$ cat config.mk
export PLATFORM = sky130hd
export DESIGN_NAME = rau_front
export DESIGN_NICKNAME = d
export VERILOG_FILES = /design/src/hw/rtl/rau_pkg.sv /design/src/hw/rtl/rau_front.sv
export SDC_FILE = /design/constraint.sdc
export NUM_CORES = 2
export LEC_CHECK = 0
export BUFFER_PORTS_ARGS = -buffer_cell sky130_fd_sc_hd__buf_2
export CAP_MARGIN = 25
export CORE_MARGIN = 2
export CORE_UTILIZATION = 45
export DETAILED_ROUTE_END_ITERATION = 10
export PLACE_DENSITY = 0.69
export RECOVER_POWER = 100
export SYNTH_ARGS = -nofsm -noshare
export SYNTH_HDL_FRONTEND = slang
export SYNTH_SLANG_ARGS = --single-unit
$ cat constraint.sdc
create_clock -name clk -period 8.2 [get_ports clk]
set_input_delay 0.82 -clock clk [delete_from_list [all_inputs] [get_ports clk]]
set_output_delay 0.82 -clock clk [all_outputs]
set_load 0.01 [all_outputs]
$ cat src/hw/rtl/rau_pkg.sv
// ----------------------------------------------------------------------------
// rau_pkg: shared types and constants of the rational arithmetic unit
// operation codes, result widths and the front-to-back job record
// ----------------------------------------------------------------------------
package rau_pkg;

  localparam logic [1:0] OP_ADD = 2'd0;
  localparam logic [1:0] OP_SUB = 2'd1;
  localparam logic [1:0] OP_MUL = 2'd2;
  localparam logic [1:0] OP_DIV = 2'd3;

  localparam int NUM_OUT_W = 33;
  localparam int DEN_OUT_W = 31;
  // internal magnitude width, enough for a 32x32 product
  localparam int MAG_W     = 64;
  localparam int MAG_CW    = 7;

  // classified job handed from the front end to the back end
  typedef struct packed {
    logic [1:0]       op;
    logic             zdiv;
    logic [MAG_W-1:0] a;   // first gcd operand (magnitude)
    logic [MAG_W-1:0] b;   // second gcd operand (magnitude)
    logic             neg;
    logic [MAG_W-1:0] sn1; // add/sub: |n1|
    logic             s1;
    logic [MAG_W-1:0] sn2; // add/sub: |n2|
    logic             s2;
  } rau_job_t;

endpackage

$ cat src/hw/rtl/rau_front.sv
// ----------------------------------------------------------------------------
// rau_front: accepts a request and classifies it
// forms products and magnitudes, then pushes one job into the queue
// ----------------------------------------------------------------------------
module rau_front
  import rau_pkg::*;
#(
  parameter int OW = 16
) (
  input  logic           clk,
  input  logic           rst_n,
  input  logic           take,
  input  logic [1:0]     op,
  input  logic [OW-1:0]  n1_in,
  input  logic [OW-2:0]  d1_in,
  input  logic [OW-1:0]  n2_in,
  input  logic [OW-2:0]  d2_in,
  output logic           job_vld,
  output rau_job_t       job,
  input  logic           job_rdy
);

  localparam logic [1:0] F_IDLE = 2'd0;
  localparam logic [1:0] F_MUL  = 2'd1;
  localparam logic [1:0] F_OUT  = 2'd2;

  logic [1:0]        st_r;
  logic [1:0]        op_r;
  logic [OW-1:0]     m1_r, m2_r;
  logic              s1_r, s2_r;
  logic [OW-2:0]     d1_r, d2_r;
  rau_job_t          job_r;

  logic [OW-1:0] m1, m2;
  logic [OW-2:0] d1, d2;
  logic [MAG_W-1:0] pa, pb;

  // magnitudes of the inputs, zero denominator read as one
  assign m1 = n1_in[OW-1] ? (~n1_in + 1'b1) : n1_in;
  assign m2 = n2_in[OW-1] ? (~n2_in + 1'b1) : n2_in;
  assign d1 = (d1_in == '0) ? {{(OW-2){1'b0}}, 1'b1} : d1_in;
  assign d2 = (d2_in == '0) ? {{(OW-2){1'b0}}, 1'b1} : d2_in;

  // one multiplier pair per product, registered before use
  always_comb begin
    pa = '0;
    pb = '0;
    if (op_r == OP_MUL) begin
      pa = MAG_W'(m1_r) * MAG_W'(m2_r);
      pb = MAG_W'(d1_r) * MAG_W'(d2_r);
    end else begin
      pa = MAG_W'(m1_r) * MAG_W'(d2_r);
      pb = MAG_W'(d1_r) * MAG_W'(m2_r);
    end
  end

  // classify and build job
  always_ff @(posedge clk) begin
    if (!rst_n) begin
      st_r <= F_IDLE;
    end else begin
      unique case (st_r)
        F_IDLE: if (take) st_r <= F_MUL;
        F_MUL:  st_r <= F_OUT;
        F_OUT:  if (job_rdy) st_r <= F_IDLE;
        default: st_r <= F_IDLE;
      endcase
    end
    if (take && st_r == F_IDLE) begin
      op_r <= op;
      m1_r <= m1;
      m2_r <= m2;
      s1_r <= n1_in[OW-1];
      s2_r <= n2_in[OW-1];
      d1_r <= d1;
      d2_r <= d2;
    end
    if (st_r == F_MUL) begin
      job_r.op   <= op_r;
      job_r.zdiv <= (op_r == OP_DIV) && (m2_r == '0);
      job_r.sn1  <= MAG_W'(m1_r);
      job_r.s1   <= s1_r;
      job_r.sn2  <= MAG_W'(m2_r);
      job_r.s2   <= s2_r;
      job_r.neg  <= s1_r ^ s2_r;
      if (op_r == OP_ADD || op_r == OP_SUB) begin
        job_r.a <= MAG_W'(d1_r);
        job_r.b <= MAG_W'(d2_r);
      end else begin
        job_r.a <= pa;
        job_r.b <= pb;
      end
    end
  end

  assign job_vld = (st_r == F_OUT);
  assign job     = job_r;

endmodule

==> Yosys cells after proc, flatten, opt, wreduce, memory -nomap -nowiden <==
Index checks and enable logic that the tools add are counted.
{ "classes": {"add_sub_neg": 2, "eq_ne": 7, "bitwise_logic": 4, "muxes": 8, "multipliers": 4, "n_reduce_logical": 11} }
{ "op_table": {"columns": ["op", "n"], "rows": [
  ["79-bit 2-to-1 mux", 1],
  ["31-bit 2-to-1 mux", 2],
  ["16-bit by 1-bit adder with 16-bit output (second input constant)", 2],
  ["16-bit by 16-bit multiplier with 32-bit output", 1],
  ["16-bit NOT", 2],
  ["15-bit by 16-bit multiplier with 31-bit output", 1],
  ["16-bit by 15-bit multiplier with 31-bit output", 1],
  ["15-bit zero test", 2],
  ["15-bit by 15-bit multiplier with 30-bit output", 1],
  ["15-bit 2-to-1 mux", 2],
  ["16-bit zero test", 1],
  ["2-bit == test (second input constant)", 3],
  ["2-bit case mux with 3 select lines", 1],
  ["2-bit by 1-bit == test with 1-bit output (second input constant)", 2],
  ["2-bit zero test", 2],
  ["2-bit 2-to-1 mux", 2],
  ["2-bit OR reduction", 2],
  ["1-bit logical AND", 2],
  ["2-bit by 1-bit inequality test with 1-bit output (second input constant)", 1],
  ["2-bit inequality test (second input constant)", 1],
  ["2-bit AND reduction", 1],
  ["1-bit logical OR", 1],
  ["1-bit NOT", 1],
  ["1-bit XOR", 1]
]} }
{ "word_totals": {"inputBits": 68, "ff_bits": 202, "elab_cells": 59, "output_inout_bits": 263} }

==> Logic depth before layout (Yosys ltp) <==
{ "logic_depth": {"ltp_word": 3, "mapped_depth": 26} }

==> Least setup slack after synthesis <==
Ideal clock, no wire load.
{ "synth_path": {"kind": "flip-flop to flip-flop", "start": "reg d2_r[0]", "end": "reg job_r, in the netlist job[224], data pin", "t_required_ps": 8068, "arrival_time_ps": 6233, "path_buffers": 3, "path_slack_ps": 1835, "path_stages_with_launch": 27, "path_cell_list": "edfxtp_1 > clkbuf_1 > clkbuf_1 > and2_1 > fa_1 > inv_1 > fa_1 > inv_1 > fa_1 > inv_1 > fa_1 > inv_1 > fa_1 > inv_1 > fa_1 > inv_1 > ha_1 > buf_2 > a211o_1 > a21oi_1 > and4bb_1 > nor4_1 > nor3_2 > o21bai_1 > a21o_1 > a2111oi_0 > o31a_1"} }
{ "synth_between": {"elab_chain_cells": 2} }
{ "synth_lines": {"columns": ["element", "line_no", "rtl"], "rows": [
  ["from (decl)", "rau_front.sv:31", "logic [OW-2:0] d1_r, d2_r;"],
  ["from (signal assigned)", "rau_front.sv:76", "d2_r <= d2;"],
  ["16-bit by 15-bit multiplier with 31-bit output", "rau_front.sv:52", "pa = MAG_W'(m1_r) * MAG_W'(d2_r);"],
  ["31-bit 2-to-1 mux", "rau_front.sv:48", "if (op_r == OP_MUL) begin"],
  ["to (decl)", "rau_front.sv:32", "rau_job_t job_r;"]
]} }
No other way between the ends.
A chain may end at the register's enable or synchronous reset.

==> Final worst setup path <==
{ "layout_path": {"start": "reg m1_r[13]", "end": "reg job_r, in the netlist job[224], data pin"} }
{ "layout_between": {"elab_chain_cells": 2, "elab_cells_between_ends": 3} }
{ "layout_lines": {"columns": ["element", "line_no", "rtl"], "rows": [
  ["from (decl)", "rau_front.sv:29", "logic [OW-1:0] m1_r, m2_r;"],
  ["from (signal assigned)", "rau_front.sv:71", "m1_r <= m1;"],
  ["16-bit by 15-bit multiplier with 31-bit output or 16-bit by 16-bit multiplier with 32-bit output (tied branches)", "rau_front.sv:52, rau_front.sv:49", null],
  ["31-bit 2-to-1 mux *", "rau_front.sv:48", null]
]} }
Every way passes the cells marked *; elsewhere a longest branch is shown, timed or not.

==> results.md <==
- The flow ran to the end, but the final reports show violations.
- The final reports fail on capacitance limit, slew limit.
- The post-route fraction of the period consumed by the critical path is between 90 and 100%.
- The final antenna-violating net count is 0.
- The commonest cells after synthesis are 858 x sky130_fd_sc_hd__inv_1, 721 x sky130_fd_sc_hd__fa_1, 520 x sky130_fd_sc_hd__nand2_1.
- The floorplan has 109 rows.
- The final hold violation count is 0.
- The core region is 0.0881 mm^2.
- The top cell type by area accounts for 36.2% of the synthesized area.
- The post-synthesis to final-layout area growth is 5.00%.
- The most common cell in the synthesized netlist is sky130_fd_sc_hd__inv_1.
- The area taken by multi-input logic gates is about 0.030 mm^2.
- Setup repair after global routing left no endpoint under its margin.
- The routability congestion estimate from global placement is approximately 0.9.
- The number of nets in the final layout is about 5500.
- The worst clock skew is 0.0252 ns.
- The cell count after synthesis is ~4300.
- For this design, the CTS-stage hold fixing added 0 buffers.
- The capture instance of the worst register-to-register path is job[224].
- The total of warnings raised by yosys is 0.
- The die is 302 um wide.
- In this design, the stage delay of the slowest critical-path cell is 0.91 ns.
- The maximum clock frequency is 0.132 GHz.
- The cell family contributing the most delay on the critical path is adder cells.
- The placed wire-length estimate is 84.5 mm.
- The critical setup path kind is reg2reg.
- The launching instance or port of the critical path is m1_r[13].
- The final max-slew violation count is roughly 290.
- The path length in cells of the critical path is 21.
- Among all flip-flop cells after synthesis, the most frequent one is sky130_fd_sc_hd__edfxtp_1.
- In this run the cell area of the synthesized design comes to 0.0398 mm^2.
- The cell that appears most often on the critical path is sky130_fd_sc_hd__fa_1.
- The number of distinct library cells after synthesis is 80.
- The share of synthesized registers carrying an async set or reset is 0%.
- In this run the count of I/O pins placed on the die edge is 331.
- The later-pin clock latency in the skew report is about 0.53 ns.
- The post-synthesis sequential element count is between 150 and 200.
- The number of clock buffers inserted by TritonCTS is 17.
- The startpoint identified for the worst register-to-register timing path is m1_r[13].
- The wire length reported by the detailed router is 107 mm.
- The length of the first detailed-routing pass in iterations is 6.
- The routed via count divided by cell count is 5.26.
- Summing all flip-flop and latch instances after layout gives a little over 0.005 mm^2.
- The vias after detailed routing is approximately 29000.
- For this run, design rule violations remaining after detail routing come to 0.
- The destination of the critical timing path is job[224].
- The total track usage is 24.5%.
- The final count of negative-setup-slack endpoints is 0.
- The starting density of the core is between 40 and 50%.
- The worst setup path is launched from a flip-flop.
- The clock passes through at most 2 buffers.
- The master of the slowest instance on the critical path is sky130_fd_sc_hd__clkbuf_1.
- In this run, post-CTS repair resized a total of 0 instances.
- At the worst endpoint, the required time is 8.49 ns.
- At the pin with the least slew margin, the transition time is 4.21 ns.
- The floorplan die area is around 0.091 mm^2.
- The logic depth of the worst register-to-register path is 21.
- After the first detailed-routing iteration, the DRC count stood at around 2200.
- Clock-pin slew was measured on the worst setup and hold paths at 0.09 ns.
- By area the synthesized netlist is led by sky130_fd_sc_hd__fa_1 36%, sky130_fd_sc_hd__edfxtp_1 13%, sky130_fd_sc_hd__ha_1 12%, sky130_fd_sc_hd__inv_1 8.1%, sky130_fd_sc_hd__and2_1 8.1%.
- After detailed routing, the average wire length per cell comes to 19.3 um.
- Along the worst path, the maximum fanout reaches 19.
- The y dimension of the die is around 300 um.
- The number of global-route vias before repair is 30362.
- The tree is rooted in a sky130_fd_sc_hd__clkbuf_16.
- The layout has 8447 filler cells.
- The number of antenna violations at the first check in global routing is 3.
- TritonCTS built the clock tree.
- The leading area contributor after synthesis is sky130_fd_sc_hd__fa_1.
- Clock tree synthesis found a total of 169 sinks.
- The wire length of the first global-routing pass is 170 mm.
- Entering global routing, the biggest net connects 65 pins.
- The max-capacitance violation count is 7.
- The ratio of cells with drive above 1 in the final layout is 3.72%.
- In this run the worst hold path is classified as in2reg.
- The instance count along the most critical hold path is 1.
- STA classifies the critical path endpoint as a flip-flop.
- At the worst endpoint, the arrival time is 7.88 ns.
- The relative slew slack is -181%.
- The number of I/O port buffers is approximately 170.
- Post-CTS timing repair inserted 0 buffers for setup.
- The number of antenna repair diodes is 0.
- Across all register-to-register paths, the minimum setup slack is 0.61 ns.
- Yosys mapped a number of flops with a built-in enable equal to around 170.
- The average instance in the mapped netlist occupies around 9.2 um^2.
- The sum of negative setup slack is 0 ns.
- The H-tree was split into 4 levels.
- The worst path in the final design needs a cycle of roughly 7.6 ns, including I/O delays and setup.
- Traced cell by cell, the critical path runs through clkbuf_1, and2_0, fa_1, inv_1, fa_1, inv_1, fa_1, fa_1, fa_1, inv_1, fa_1, inv_1, ha_1, a21boi_0, o2bb2ai_1, nor4_1, nor3_2, o21bai_1, a21o_1, a2111oi_0, o31a_1.
- The sequential share of the synthesized area is roughly an eighth.
- The overall overflow remaining after global route is 0.
- The worst path buffer plus inverter count is 5.
how the worst min path moves through the flow:
| stage | to | from |
|---|---|---|
| 2_1_floorplan | job[260] | op_r[0] |
| 3_3_place_gp | job[65] | s1_r |
| 3_5_place_dp | job[65] | s1_r |
| 4_1_cts | op_r[0] | op[0] |
| 5_1_grt | op_r[0] | op[0] |
| 6_report | op_r[0] | op[0] |
metal layers:
layer / up-vias / wire length [um] / GRT usage (%)
met4: 0 / 2920 / 7.50
met1: 14849 / 45500 / 33.5
met2: 1206 / 50300 / 39.9
met3: 175 / 8390 / 4.21
met5: - / 0 / 0
li1: 12949 / - / -
cell usage in the layout, fill, tap and decap left out, types with 93 or more instances in the layout:
master,instances
sky130_fd_sc_hd__xnor2_1,93
sky130_fd_sc_hd__clkbuf_1,156
sky130_fd_sc_hd__nor2_1,98
sky130_fd_sc_hd__nand2_1,520
sky130_fd_sc_hd__edfxtp_1,167
sky130_fd_sc_hd__and2_1,505
sky130_fd_sc_hd__ha_1,390
sky130_fd_sc_hd__conb_1,161
sky130_fd_sc_hd__a21oi_1,118
sky130_fd_sc_hd__inv_1,858
sky130_fd_sc_hd__fa_1,721
cell type report:
class / instances / share of cell area [%]
Clock inverter: 14 / 0.407
Tap cell: 1165 / 3.48
Sequential cell: 169 / 12.1
Multi-Input combinational cell: 3057 / 71.8
Timing Repair Buffer: 264 / 3.51
Inverter: 858 / 7.70
Clock buffer: 18 / 1.03
per-stage QoR:
stage | hold slack, ns | utilization (%) | instances | cell area (um^2) | setup WS (ns)
floorplan | 0.424 | - | 4486 | 40400 | 1.84
global route | 0.454 | 47.5 | 5545 | 41800 | 0.308
detailed placement | 0.473 | 46.9 | 5505 | 41300 | 1.08
finish | 0.475 | 47.5 | 5545 | 41800 | 0.612
CTS | 0.440 | 47.6 | 5537 | 41900 | 1.05
global placement | 0.463 | 46.9 | 5504 | 41300 | 1.11
cell families (layout without fill, tap and decap cells):
kind of cell | Yosys count | after routing | synth area share (%)
buffers and inverters | 1260 | 1154 | 13.4
other | 1 | 161 | 0.00941
AND/OR/NAND/NOR | 1267 | 1267 | 16.0
multiplexers | 14 | 14 | 0.361
AO/OA/AOI/OAI | 381 | 381 | 6.38
flip-flops | 169 | 169 | 12.7
adder cells (fa/ha/maj) | 1111 | 1111 | 48.5
XOR/XNOR | 123 | 123 | 2.70
worst reg2reg max path: cells and delay by family (launching register included):
family,cells,cell delay (ns)
compound gates,6,1.46
fa+ha+maj,7,3.07
buf+inv,5,1.19
flops,1,0.84
simple gates,3,0.80
flip-flops by register name, summed over array words and instances, names as in the netlist:
name	count
m1_r	16
job	101
s1_r	1
m2_r	16
op_r	2
d1_r	15
s2_r	1
d2_r	15
st_r	2
Power is not shown: default switching activity piles up to over one toggle a cycle in this logic, so the estimate is an artifact.
