[src/hw/rtl/rau_pkg.sv]
// ----------------------------------------------------------------------------
// rau_pkg: shared types and constants of the rational arithmetic unit
// operation codes, result widths and the front-to-back job record
// ----------------------------------------------------------------------------
package rau_pkg;

  localparam logic [1:0] OP_ADD = 2'd0;
  localparam logic [1:0] OP_SUB = 2'd1;
  localparam logic [1:0] OP_MUL = 2'd2;
  localparam logic [1:0] OP_DIV = 2'd3;

  localparam int NUM_OUT_W = 33;
  localparam int DEN_OUT_W = 31;
  // internal magnitude width, enough for a 32x32 product
  localparam int MAG_W     = 64;
  localparam int MAG_CW    = 7;

  // classified job handed from the front end to the back end
  typedef struct packed {
    logic [1:0]       op;
    logic             zdiv;
    logic [MAG_W-1:0] a;   // first gcd operand (magnitude)
    logic [MAG_W-1:0] b;   // second gcd operand (magnitude)
    logic             neg;
    logic [MAG_W-1:0] sn1; // add/sub: |n1|
    logic             s1;
    logic [MAG_W-1:0] sn2; // add/sub: |n2|
    logic             s2;
  } rau_job_t;

endpackage

[src/hw/rtl/rau_queue.sv]
// ----------------------------------------------------------------------------
// rau_queue: two-entry queue between front and back end
// lets either side stall on its own
// ----------------------------------------------------------------------------
module rau_queue
  import rau_pkg::*;
(
  input  logic     clk,
  input  logic     rst_n,
  input  logic     wr_vld,
  output logic     wr_rdy,
  input  rau_job_t wr_job,
  output logic     rd_vld,
  input  logic     rd_rdy,
  output rau_job_t rd_job
);

  rau_job_t   mem_r [2];
  logic       wp_r, rp_r;
  logic [1:0] cnt_r;
  logic       push, pop;

  assign wr_rdy = (cnt_r != 2'd2);
  assign rd_vld = (cnt_r != 2'd0);
  assign push   = wr_vld && wr_rdy;
  assign pop    = rd_vld && rd_rdy;
  assign rd_job = mem_r[rp_r];

  // pointer and fill count
  always_ff @(posedge clk) begin
    if (!rst_n) begin
      wp_r  <= 1'b0;
      rp_r  <= 1'b0;
      cnt_r <= 2'd0;
    end else begin
      if (push) wp_r <= ~wp_r;
      if (pop)  rp_r <= ~rp_r;
      cnt_r <= cnt_r + {1'b0, push} - {1'b0, pop};
    end
    if (push) mem_r[wp_r] <= wr_job;
  end

endmodule

[config.mk]
export PLATFORM = sky130hd
export DESIGN_NAME = rau_queue
export DESIGN_NICKNAME = d
export VERILOG_FILES = /design/src/hw/rtl/rau_pkg.sv /design/src/hw/rtl/rau_queue.sv
export SDC_FILE = /design/constraint.sdc
export NUM_CORES = 1
export LEC_CHECK = 0
export BUFFER_PORTS_ARGS = -buffer_cell sky130_fd_sc_hd__buf_2
export CAP_MARGIN = 20
export CORE_AREA = 2 2 294 151
export CTS_CLUSTER_SIZE = 14
export DETAILED_ROUTE_END_ITERATION = 8
export DIE_AREA = 0 0 296 153
export PLACE_DENSITY = 0.75
export RECOVER_POWER = 25
export SKIP_CTS_REPAIR_TIMING = 1
export SLEW_MARGIN = 20
export SYNTH_ARGS = -nofsm -noshare
export SYNTH_HDL_FRONTEND = slang
export SYNTH_SLANG_ARGS = --single-unit
[constraint.sdc]
create_clock -name clk -period 12.15 [get_ports clk]
set_clock_uncertainty 0.15 [all_clocks]
set_input_delay 1.215 -clock clk [delete_from_list [all_inputs] [get_ports clk]]
set_output_delay 1.215 -clock clk [all_outputs]
set_load 0.01 [all_outputs]
# Word level (Yosys, flattened, before mapping)
# Memory sizes are Yosys's and may differ from the RTL's. A register that Yosys moved wholly into a read port is not among the register bits.
# Index checks and enable logic that the tools add are counted.
# W data, S select, Z words.
[totals]
input_bits = 266
ram_bits = 524
n_memories = 1
output_inout_bits = 264
wordCells = 16
register_bits = 4
[classes]
n_mux = 4
reduce_logical = 3
n_eq_ne = 1
bitwise = 2
add_sub_neg = 2
[memory_table]
columns = ["memory", "depth", "width", "rd", "rd_clocked_by_memory_dff", "write_ports", "line", "text"]
rows = [
  ["mem_r", 2, 262, 1, 1, 1, "rau_queue.sv:18", "rau_job_t mem_r [2];"],
]
[ops]
columns = ["op", "count"]
rows = [
  ["$mux W1", 4],
  ["$add A2 B1 Y2", 1],
  ["$logic_and A1 B1 Y1", 2],
  ["$ne A2 B2 Y1 const B", 1],
  ["$not A1 Y1", 2],
  ["$reduce_bool A2 Y1", 1],
  ["$sub A2 B1 Y2", 1],
]

# Depth between registers and ports, before layout
# Gate-level depths: netlist of run 1.
[logic_depth]
word_depth = 4
mapped_depth = 8
mapped_depth_nobuf = 8

# Worst setup path before layout of run 1
# No wires, ideal clock.
[synth_path]
path_type = "input port to flip-flop"
startpoint = "in wr_vld"
endpoint = "mem mem_r[0][0] (netlist bit), enable pin"
required_ns = 11.110
setup_slack_ns = -1.052
path_buffers = 0
setup_ns = 0.890
arrival_time_ns = 12.162
path_stages = 2
path_cell_list = "nand2_1 > nor2_1"
[synth_via]
elab_chain_len = 3
[synth_lines]
columns = ["item", "line", "text"]
rows = [
  ["from (decl)", "rau_queue.sv:10", "input logic wr_vld,"],
  ["$logic_and A1 B1 Y1", "rau_queue.sv:25", "assign push = wr_vld && wr_rdy;"],
  ["$mux W1", "rau_queue.sv:40", "if (push) mem_r[wp_r] <= wr_job;"],
  ["$mux W1 (implied by the code)", "rau_queue.sv:40", ""],
  ["to (decl)", "rau_queue.sv:18", ""],
]
# Every way passes these cells.

==> results of run 1 <==
state kept, by name (all words and copies together), names as in the netlist, named ones only:
name,cells
mem_r,524
cnt_r,2
rp_r,1
wp_r,1
report_power, final:
group          internal (mW)  switching, mW  leakage, nW
Combinational          0.614          0.641         3.61
Clock                  0.805          0.616        0.712
Sequential              2.30         0.0809         4.94
Total                   3.71           1.34         9.26
cells by family (layout without fill, tap and decap cells):
kind of cell / after synthesis / in the layout
other: 0 / 2
muxes: 263 / 263
buffers and inverters: 30 / 619
xor gates and xnor gates: 3 / 3
AOI/OAI and AO/OA: 1 / 1
and+or+nand+nor: 11 / 11
DFF: 529 / 529
adders and majority gates: 2 / 2
how the worst max path moves through the flow:
stage | cells past startpoint | slack [ns] | to | from
final | 4 | 7.07 | rd_job[0] | register
after CTS | 4 | 6.98 | rd_job[0] | register
after global routing | 4 | 6.82 | rd_job[0] | register
after global placement | 4 | 7.64 | rd_job[261] | register
after floorplan | 2 | 3.39 | mem_r[0][0] | wr_vld
after detailed placement | 4 | 7.59 | rd_job[0] | register
layout make-up:
cell class / count / area (µm²) / area share
clock inverters: 13 / 130 / 0.00532
inverters: 1 / 3.75 / 0.000153
diodes: 2 / 5.00 / 0.000205
clock buffers: 66 / 1330 / 0.0544
multi-input cells: 280 / 3770 / 0.154
flip-flops and latches: 529 / 15800 / 0.647
repair buffers: 539 / 2660 / 0.109
well taps: 588 / 736 / 0.0301
through the flow:
| step | hold WS, ns | total power, mW | area [µm²] | setup slack, ns |
|---|---|---|---|---|
| 2_1_floorplan | 0.316 | 3.30 | 19900 | 3.39 |
| 3_3_place_gp | 0.352 | 3.66 | 23100 | 7.64 |
| 3_5_place_dp | 0.370 | 3.68 | 23100 | 7.59 |
| 4_1_cts | 0.396 | 5.11 | 24500 | 6.98 |
| 5_1_grt | 0.437 | 5.26 | 24500 | 6.82 |
| 6_report | 0.388 | 5.05 | 24500 | 7.07 |
worst max-delay path, cell delays in order, from the launching register on:
cell and delay [ns]:
dfxtp_4 0.73, buf_4 0.84, buf_4 0.88, mux2_2 0.44
buf_2 0.15
synth_stat cells (all sizes together):
cell | instances | share of area
edfxtp | 524 | 0.79
mux2 | 262 | 0.18
buf | 29 | 0.014
dfxtp | 5 | 0.0050
xnor2 | 3 | 0.0013
and2 | 2 | 0.00063
ha | 2 | 0.0013
nand2 | 2 | 0.00038
nand2b | 2 | 0.00063
nor2b | 2 | 0.00063
and3 | 1 | 0.00032
inv | 1 | 0.00019
mux2i | 1 | 0.00050
nor2 | 1 | 0.00019
o21a | 1 | 0.00038
or2 | 1 | 0.00032
routing by layer:
metal / wire length [µm] / up-vias
li1: - / 4465
met1: 17800 / 4951
met2: 20200 / 396
met3: 3000 / 72
met4: 1000 / 2
met5: 13 / -
==> results.py, run 1 <==
metrics = {
    "timing": {
        "max_freq_mhz": 197,
        "tns_ns": 0,
        "finalSetupViolations": 0,
        "fin_crit_sh": 0.418,
        "rsz0062_at_grt": "no",
        "max_slew_margin": 0.275,
        "slew_violations": 0,
        "worst_slew_pin_slew_ns": 1.09,
        "min_period_ns": 5.08,
        "hold_viol": 0,
    },
    "finish": {
        "final_cells": 2018,
        "drive_gt1_frac": 0.561,
        "final_common_cell": "edfxtp_1",
        "utilization": 0.571,
        "syn_to_final_growth_pct": 23.1,
        "final_cell_mix": "edfxtp_1 (524), buf_2 (465), mux2_4 (180)",
        "fill_cells": 3282,
        "layout.nets": 1666,
    },
    "grt": {
        "grt_pass1_wl_um": 60900,
        "grt_use_met1": 0.239,
        "grt_antenna_before_repair": 5,
        "overflow": 0,
        "grt_util_met3": 0.0442,
        "grt_max_degree": 143,
        "first_global_vias": 10200,
        "grt_use_total": 0.178,
        "busiest_layer": "met2",
        "grt_util_met2": 0.290,
    },
    "synthesis": {
        "synthAdderAreaFrac": 0.00126,
        "syn_inst": 839,
        "ys_seq_area_frac": 0.797,
        "synth_xor_area_frac": 0.00132,
        "synth_cell_type_count": 18,
        "synthMuxAreaShare": 0.183,
        "synth_compound_area_frac": 0.000378,
        "syn_area_per_cell_um2": 23.7,
        "ys_ff_latch": 529,
        "synth_top_family_by_area": "multiplexers",
        "syn-num-nets": 1107,
        "synthSimpleGateAreaFrac": 0.00309,
        "synth_warnings": 0,
        "netlist_area_um2": 19900,
    },
    "place": {
        "placedCellCount": 1937,
        "gp_congestion": 0.843,
        "place_hpwl_um": 29100,
        "port_buffers": 529,
    },
    "detailed_routing": {
        "drt-initial-drc-count": 707,
        "detail_route.vias_per_cell": 4.90,
        "vias": 9886,
        "drc": 0,
        "routedWlPerCell_um": 20.9,
        "wl_um": 42100,
        "drt_first_pass_iters": 4,
        "ant_nets": 0,
    },
    "clock_network": {
        "cts_made_buffers": 47,
        "clockBufferDepth": 3,
        "clk_latency_ns": 0.54,
        "cts_tree": "built",
        "cts_sinks": 529,
        "clk_pin_slew_worst_paths_ns": 0.06,
        "htreeDepth": 2,
        "cts_root_buf": "clkbuf_16",
    },
    "setup_path": {
        "r2r-start": "cnt_r[0]",
        "reg2reg_depth": 5,
        "cp_data_required_time_ns": 10.78,
        "arrival_ns": 3.71,
        "timing.rr.end": "mem_r[0][95]",
        "r2r_setup_slack_ns": 8.99,
        "start_kind": "register",
        "path_class": "reg -> out",
        "end_kind": "output pin",
        "cp_max_fo": 64,
    },
    "floorplanning": {
        "fp.dieW_um": 296,
        "initial_core_util": 0.464,
        "core-area_um2": 42800,
        "die-area_um2": 45300,
        "die_h_um": 153,
        "io_pins": 530,
        "rows": 54,
    },
    "run_status": {
        "status": "completed",
    },
    "power_and_ir_drop": {
        "powerDensity_nw_per_um2": 207,
        "vdd_ir_drop_max_v": 0.000158,
        "power_leakage_nw": 9.26,
    },
    "min_path": {
        "hp-class": "reg -> reg",
        "hold_depth": 2,
        "hp-start": "rp_r",
    },
    "job": {
        "drv_cap": 0,
    },
}
Power figures use the tool's default switching activity.
==> run 2: changes to the inputs <==
==> constraint.sdc (replaced) <==
create_clock -name clk -period 4.54 [get_ports clk]
set_clock_uncertainty 0.15 [all_clocks]
set_input_delay 0.454 -clock clk [delete_from_list [all_inputs] [get_ports clk]]
set_output_delay 0.454 -clock clk [all_outputs]
set_load 0.01 [all_outputs]
==> run 2 against run 1 <==
  * Total power grew to 2.8 times the previous value
  * Hold slack worse by 0.35 ns
  * Combinational power grew to 2.9 times the previous value
  * Critical endpoint is now rd_job[9]
  * Largest power group unchanged
==> results.py, run 2 (synthesized netlist as in run 1, its figures left out) <==
metrics = {
    "clock_network": {
        "htreeDepth": 2,
        "cts_root_buf": "clkbuf_16",
        "cts_tree": "built",
        "clockBufferDepth": 3,
        "cts_made_buffers": 47,
        "cts_sinks": 529,
        "clk_latency_ns": 0.55,
        "clk_pin_slew_worst_paths_ns": 0.07,
    },
    "grt": {
        "first_global_vias": 10400,
        "grt_antenna_before_repair": 2,
        "grt_max_degree": 163,
        "grt_pass1_wl_um": 61100,
        "overflow": 0,
        "grt_use_total": 0.179,
    },
    "detailed_routing": {
        "detail_route.vias_per_cell": 4.86,
        "drc": 0,
        "wl_um": 46600,
        "drt-initial-drc-count": 673,
        "drt_first_pass_iters": 4,
        "vias": 11100,
        "routedWlPerCell_um": 20.3,
        "ant_nets": 0,
    },
    "finish": {
        "largest_register": "mem_r",
        "final_cell_mix": "edfxtp_1 (524), buf_2 (410), dlygate4sd3_1 (262)",
        "fill_cells": 2989,
        "syn_to_final_growth_pct": 37.0,
        "final_cells": 2290,
        "layout.nets": 1939,
        "fin_area_um2": 27200,
        "final_common_cell": "edfxtp_1",
        "reg.largest.list": "mem_r: 524 flops, cnt_r: 2 flops",
        "largest_register_ffs": 524,
        "drive_gt1_frac": 0.452,
    },
    "floorplanning": {
        "fp.dieW_um": 296,
        "initial_core_util": 0.464,
        "io_pins": 530,
        "die_h_um": 153,
        "rows": 54,
        "die-area_um2": 45300,
        "core-area_um2": 42800,
    },
    "timing": {
        "min_period_ns": 3.27,
        "max_freq_mhz": 306,
        "worst_slew_pin_slew_ns": 1.13,
        "rsz0062_at_grt": "no",
        "slew_violations": 0,
        "hold_viol": 0,
        "fin_crit_sh": 0.719,
        "finalSetupViolations": 0,
        "max_slew_margin": 0.249,
    },
    "setup_path": {
        "r2r-start": "cnt_r[0]",
        "cp_max_fo": 56,
        "end_kind": "output pin",
        "cp_data_required_time_ns": 3.94,
        "start_kind": "register",
        "path_class": "reg -> out",
        "arrival_ns": 2.66,
    },
    "power_and_ir_drop": {
        "power_leakage_nw": 10.3,
        "powerDensity_nw_per_um2": 513,
        "vdd_ir_drop_max_v": 0.000413,
        "power.total_mw": 14.0,
    },
    "place": {
        "place_hpwl_um": 29000,
        "placed_area_um2": 23300,
        "gp_congestion": 0.832,
        "placedCellCount": 1948,
        "port_buffers": 529,
    },
    "run_status": {
        "status": "completed",
    },
    "min_path": {
        "hp-start": "rst_n",
        "hp-class": "in -> reg",
    },
    "job": {
        "drv_cap": 0,
    },
}
## run 2: changes by cell type in the layout (fill, tap and decap cells not counted), moves of 2 or more
| cell | change |
|---|---|
| buf_12 | +6 |
| clkinv_1 | -2 |
| bufinv_16 | +2 |
| clkbuf_1 | +48 |
| clkinv_2 | +3 |
| buf_2 | -55 |
| dlygate4sd3_1 | +262 |
| clkbuf_8 | -2 |
| buf_4 | +5 |
| clkbuf_2 | +7 |
## run 2: worst paths after layout
kind,end,cells after the start,slack (ns)
setup reg to reg,mem_r[1][54],3,2.17
hold / removal,cnt_r[1],2,0.04
hold reg to reg,register,2,0.39
setup / recovery,rd_job[9],3,1.27
## run 2: stage by stage
| stage | worst slack (ns) | hold WS [ns] | TNS, ns | utilization |
|---|---|---|---|---|
| 6_report | 1.27 | 0.0416 | 0 | 0.635 |
| 5_1_grt | 1.16 | 0.0185 | 0 | 0.635 |
| 4_1_cts | 1.25 | -0.0951 | 0 | 0.577 |
| 3_5_place_dp | 1.87 | 0.381 | 0 | 0.543 |
| 3_3_place_gp | 1.91 | 0.360 | 0 | 0.543 |
| 2_1_floorplan | -0.440 | 0.337 | -115.41 | - |
## run 2: power by group
| part | internal (mW) | switching (mW) | leakage [nW] |
|---|---|---|---|
| logic | 1.84 | 1.82 | 4.65 |
| registers | 6.14 | 0.255 | 4.94 |
| clock network | 2.22 | 1.67 | 0.720 |
| total | 10.2 | 3.75 | 10.3 |
## run 2: critical path, cell delays in order (launching register included)
cell     delay (ns)
dfxtp_4        1.09
buf_4          0.44
mux2_2         0.40
buf_2          0.14
## run 2: final cells by class
type	instances	area, µm²	area share
tap	588	736	0.0270
multi-input combinational	280	3780	0.139
clock buffer	64	1300	0.0479
clock inverter	14	169	0.00621
timing repair buffer	812	5380	0.198
sequential	529	15800	0.582
antenna	2	5.00	0.000184
inverter	1	3.75	0.000138
## run 2: routing by layer
layer,share of wire,track usage,up-vias,wire (µm)
li1,-,-,5004,-
met1,0.39,0.229,5664,18400
met2,0.52,0.296,395,24200
met3,0.069,0.0541,61,3230
met4,0.016,0.0505,0,750
met5,0,0,-,0
==> run 3: changes to the inputs <==
--- a/config.mk
+++ b/config.mk
@@ -5,13 +5,14 @@
 export SDC_FILE = /design/constraint.sdc
 export NUM_CORES = 1
 export LEC_CHECK = 0
+export ABC_AREA = 1
 export BUFFER_PORTS_ARGS = -buffer_cell sky130_fd_sc_hd__buf_2
 export CAP_MARGIN = 20
-export CORE_AREA = 2 2 294 151
+export CORE_AREA = 2 2 277 142
 export CTS_CLUSTER_SIZE = 14
 export DETAILED_ROUTE_END_ITERATION = 8
-export DIE_AREA = 0 0 296 153
-export PLACE_DENSITY = 0.75
+export DIE_AREA = 0 0 279 144
+export PLACE_DENSITY = 0.8
 export RECOVER_POWER = 25
 export SKIP_CTS_REPAIR_TIMING = 1
 export SLEW_MARGIN = 20
==> constraint.sdc (replaced) <==
create_clock -name clk -period 3.1 [get_ports clk]
set_clock_uncertainty 0.15 [all_clocks]
set_input_delay 0.31 -clock clk [delete_from_list [all_inputs] [get_ports clk]]
set_output_delay 0.31 -clock clk [all_outputs]
set_load 0.01 [all_outputs]
==> run 3 against run 2 <==
  * Total power rose by 45%
  * Clock power rose by 40%
  * Register-to-register slack worse by 1.0 ns
  * Sequential share of layout area is 0.055 points higher
  * Die area down 11%
  * Flip-flop and latch count is the same
  * Synthesized cell count grew 1.4%
  * Synthesized area about the same
  * Hold slack gained 0.30 ns
  * Utilization is 7.8 points higher
  * Clock-buffer cell count grew 1
  * Largest cell class unchanged
  * Largest power group unchanged
  * Highest routed layer unchanged
==> results.py, run 3 <==
metrics = {
    "grt": {
        "grt_use_total": 0.198,
        "grt_antenna_before_repair": 6,
        "grt_max_degree": 90,
        "grt_pass1_wl_um": 59800,
        "overflow": 0,
        "first_global_vias": 10100,
    },
    "synthesis": {
        "synth-async-reset-ratio": 0,
        "synth_edf_count": 524,
        "yosysTopAreaCell": "edfxtp_1",
        "syn_area_per_cell_um2": 23.4,
        "synthAdderAreaFrac": 0.00126,
        "ys_seq_area_frac": 0.797,
        "synth_cell_type_count": 12,
        "synth_top_cell_area_share": 0.792,
        "ys_ff_latch": 529,
        "syn_inst": 851,
        "synth_warnings": 0,
        "ys.flop_type": "edfxtp_1",
        "syn-num-nets": 1119,
        "synth_compound_area_frac": 0.000504,
        "synthMuxAreaShare": 0.182,
        "yosysMostFrequentCell": "edfxtp_1",
        "synth_top_family_by_area": "multiplexers",
        "synth_xor_area_frac": 0,
        "netlist_area_um2": 19900,
        "netlist_top_cells_area": "edfxtp_1 (79%), mux2_4 (14%), mux2_2 (4.6%), buf_6 (1.2%), dfxtp_1 (0.50%)",
        "synthSimpleGateAreaFrac": 0.00397,
        "synth_top_cells_by_count": "edfxtp_1 (524), mux2_4 (180), mux2_2 (82), buf_6 (21), nand2_1 (9)",
    },
    "clock_network": {
        "htreeDepth": 2,
        "clk_latency_ns": 0.54,
        "clk_pin_slew_worst_paths_ns": 0.07,
        "clockBufferDepth": 3,
        "cts_root_buf": "clkbuf_16",
        "cts_made_buffers": 46,
        "cts_tree": "built",
        "cts_sinks": 529,
    },
    "floorplanning": {
        "core-area_um2": 38100,
        "fp.dieW_um": 279,
        "rows": 51,
        "die_h_um": 144,
        "die-area_um2": 40200,
        "io_pins": 530,
        "initial_core_util": 0.522,
    },
    "power_and_ir_drop": {
        "power_leakage_nw": 10.3,
        "vdd_ir_drop_max_v": 0.000492,
        "powerDensity_nw_per_um2": 744,
    },
    "detailed_routing": {
        "drc": 0,
        "wl_um": 48200,
        "vias": 11400,
        "drt_first_pass_iters": 5,
        "detail_route.vias_per_cell": 5.11,
        "routedWlPerCell_um": 21.6,
        "drt-initial-drc-count": 769,
        "ant_nets": 0,
    },
    "setup_path": {
        "path_class": "reg -> out",
        "arrival_ns": 2.15,
        "cp_max_fo": 28,
        "cp_slowest_cell": "dfxtp_4",
        "worstPathCellList": "buf_12 > buf_4 > mux2_2 > buf_2",
        "start_kind": "register",
        "max_stage_delay_ns": 0.52,
        "cp_data_required_time_ns": 2.64,
        "end_kind": "output pin",
    },
    "timing": {
        "slew_violations": 0,
        "max_slew_margin": 0.593,
        "hold_viol": 0,
        "worst_slew_pin_slew_ns": 0.611,
        "max_freq_mhz": 383,
        "fin_crit_sh": 0.841,
        "min_period_ns": 2.61,
        "finalSetupViolations": 0,
        "rsz0062_at_grt": "no",
        "timing.hold.ws_ns": 0.339,
    },
    "min_path": {
        "hp-class": "in -> reg",
    },
    "place": {
        "placedCellCount": 1883,
        "gp_congestion": 0.809,
        "place_hpwl_um": 29500,
        "port_buffers": 529,
    },
    "run_status": {
        "status": "completed",
    },
    "finish": {
        "multi_input_area_um2": 3760,
        "drive_gt1_frac": 0.445,
        "final_cell_mix": "edfxtp_1 (524), buf_2 (408), dlygate4sd3_1 (265)",
        "final_cells": 2230,
        "layout.nets": 1961,
        "ff_latch_area_um2": 15800,
        "largest_register_ffs": 524,
        "largest_register": "mem_r",
        "reg.largest.list": "mem_r: 524 flops, cnt_r: 2 flops",
        "final_common_cell": "edfxtp_1",
        "syn_to_final_growth_pct": 36.8,
        "fill_cells": 2285,
    },
    "job": {
        "drv_cap": 0,
    },
}
-- run 3: changes by cell type after synthesis, sizes merged, moves of 3 or more --
cell | before | now
nand2 | 2 | 9
nor2 | 1 | 8
inv | 1 | 7
nand3 | 0 | 3
xnor2 | 3 | 0
-- run 3: power by group --
part	internal, mW	leakage [nW]	total (mW)	switching [mW]
logic	2.68	4.75	5.45	2.77
clock network	2.99	0.664	5.44	2.44
registers	9.04	4.94	9.35	0.303
total	14.7	10.3	20.2	5.52
-- run 3: path summary, 6_finish.rpt --
check	from	endpoint	slack, ns	depth (start not counted)
min reg2reg	rp_r	rp_r	0.38	2
max	register	rd_job[16]	0.49	4
max reg2reg	cnt_r[0]	mem_r[0][37]	1.12	6
min	wr_job[164]	mem_r[1][164]	0.34	2
-- run 3: layer usage --
metal / track usage / wire, µm / up-vias
met4: 0.0549 / 1080 / 0
met1: 0.259 / 18500 / 5796
met3: 0.0512 / 3030 / 85
met5: 0 / 0 / -
met2: 0.333 / 25700 / 451
li1: - / - / 5062
-- run 3: area by class of cell --
cell class	instances	share of cell area
diodes	7	0.000644
inverters	7	0.00110
repair buffers	823	0.204
multi-input cells	286	0.138
clock inverters	10	0.00377
well taps	503	0.0231
flip-flops and latches	529	0.583
clock buffers	65	0.0465
-- run 3: cells by family (layout without fill, tap and decap cells) --
logic type | after synthesis | count (layout)
adders and majority gates | 2 | 2
DFF | 529 | 529
muxes | 262 | 262
and+or+nand+nor | 20 | 20
buffers and inverters | 36 | 905
other | 0 | 7
AOI/OAI and AO/OA | 2 | 2
-- run 3: worst max-delay path, delay by kind of cell (launching register included) --
family	cells	cell delay (ns)
flops	1	0.52
mux	1	0.37
buf+inv	3	0.71
-- run 3: stage by stage --
step	area (µm²)	total power, mW	util	TNS (ns)	setup slack (ns)
after detailed placement	23300	14.6	0.612	0	1.05
after floorplan	19900	12.8	-	-991.24	-1.90
after global routing	27200	21.0	0.714	0	0.402
final	27200	20.2	0.714	0	0.492
after CTS	24700	20.0	0.648	0	0.453
after global placement	23300	14.5	0.612	0	1.08
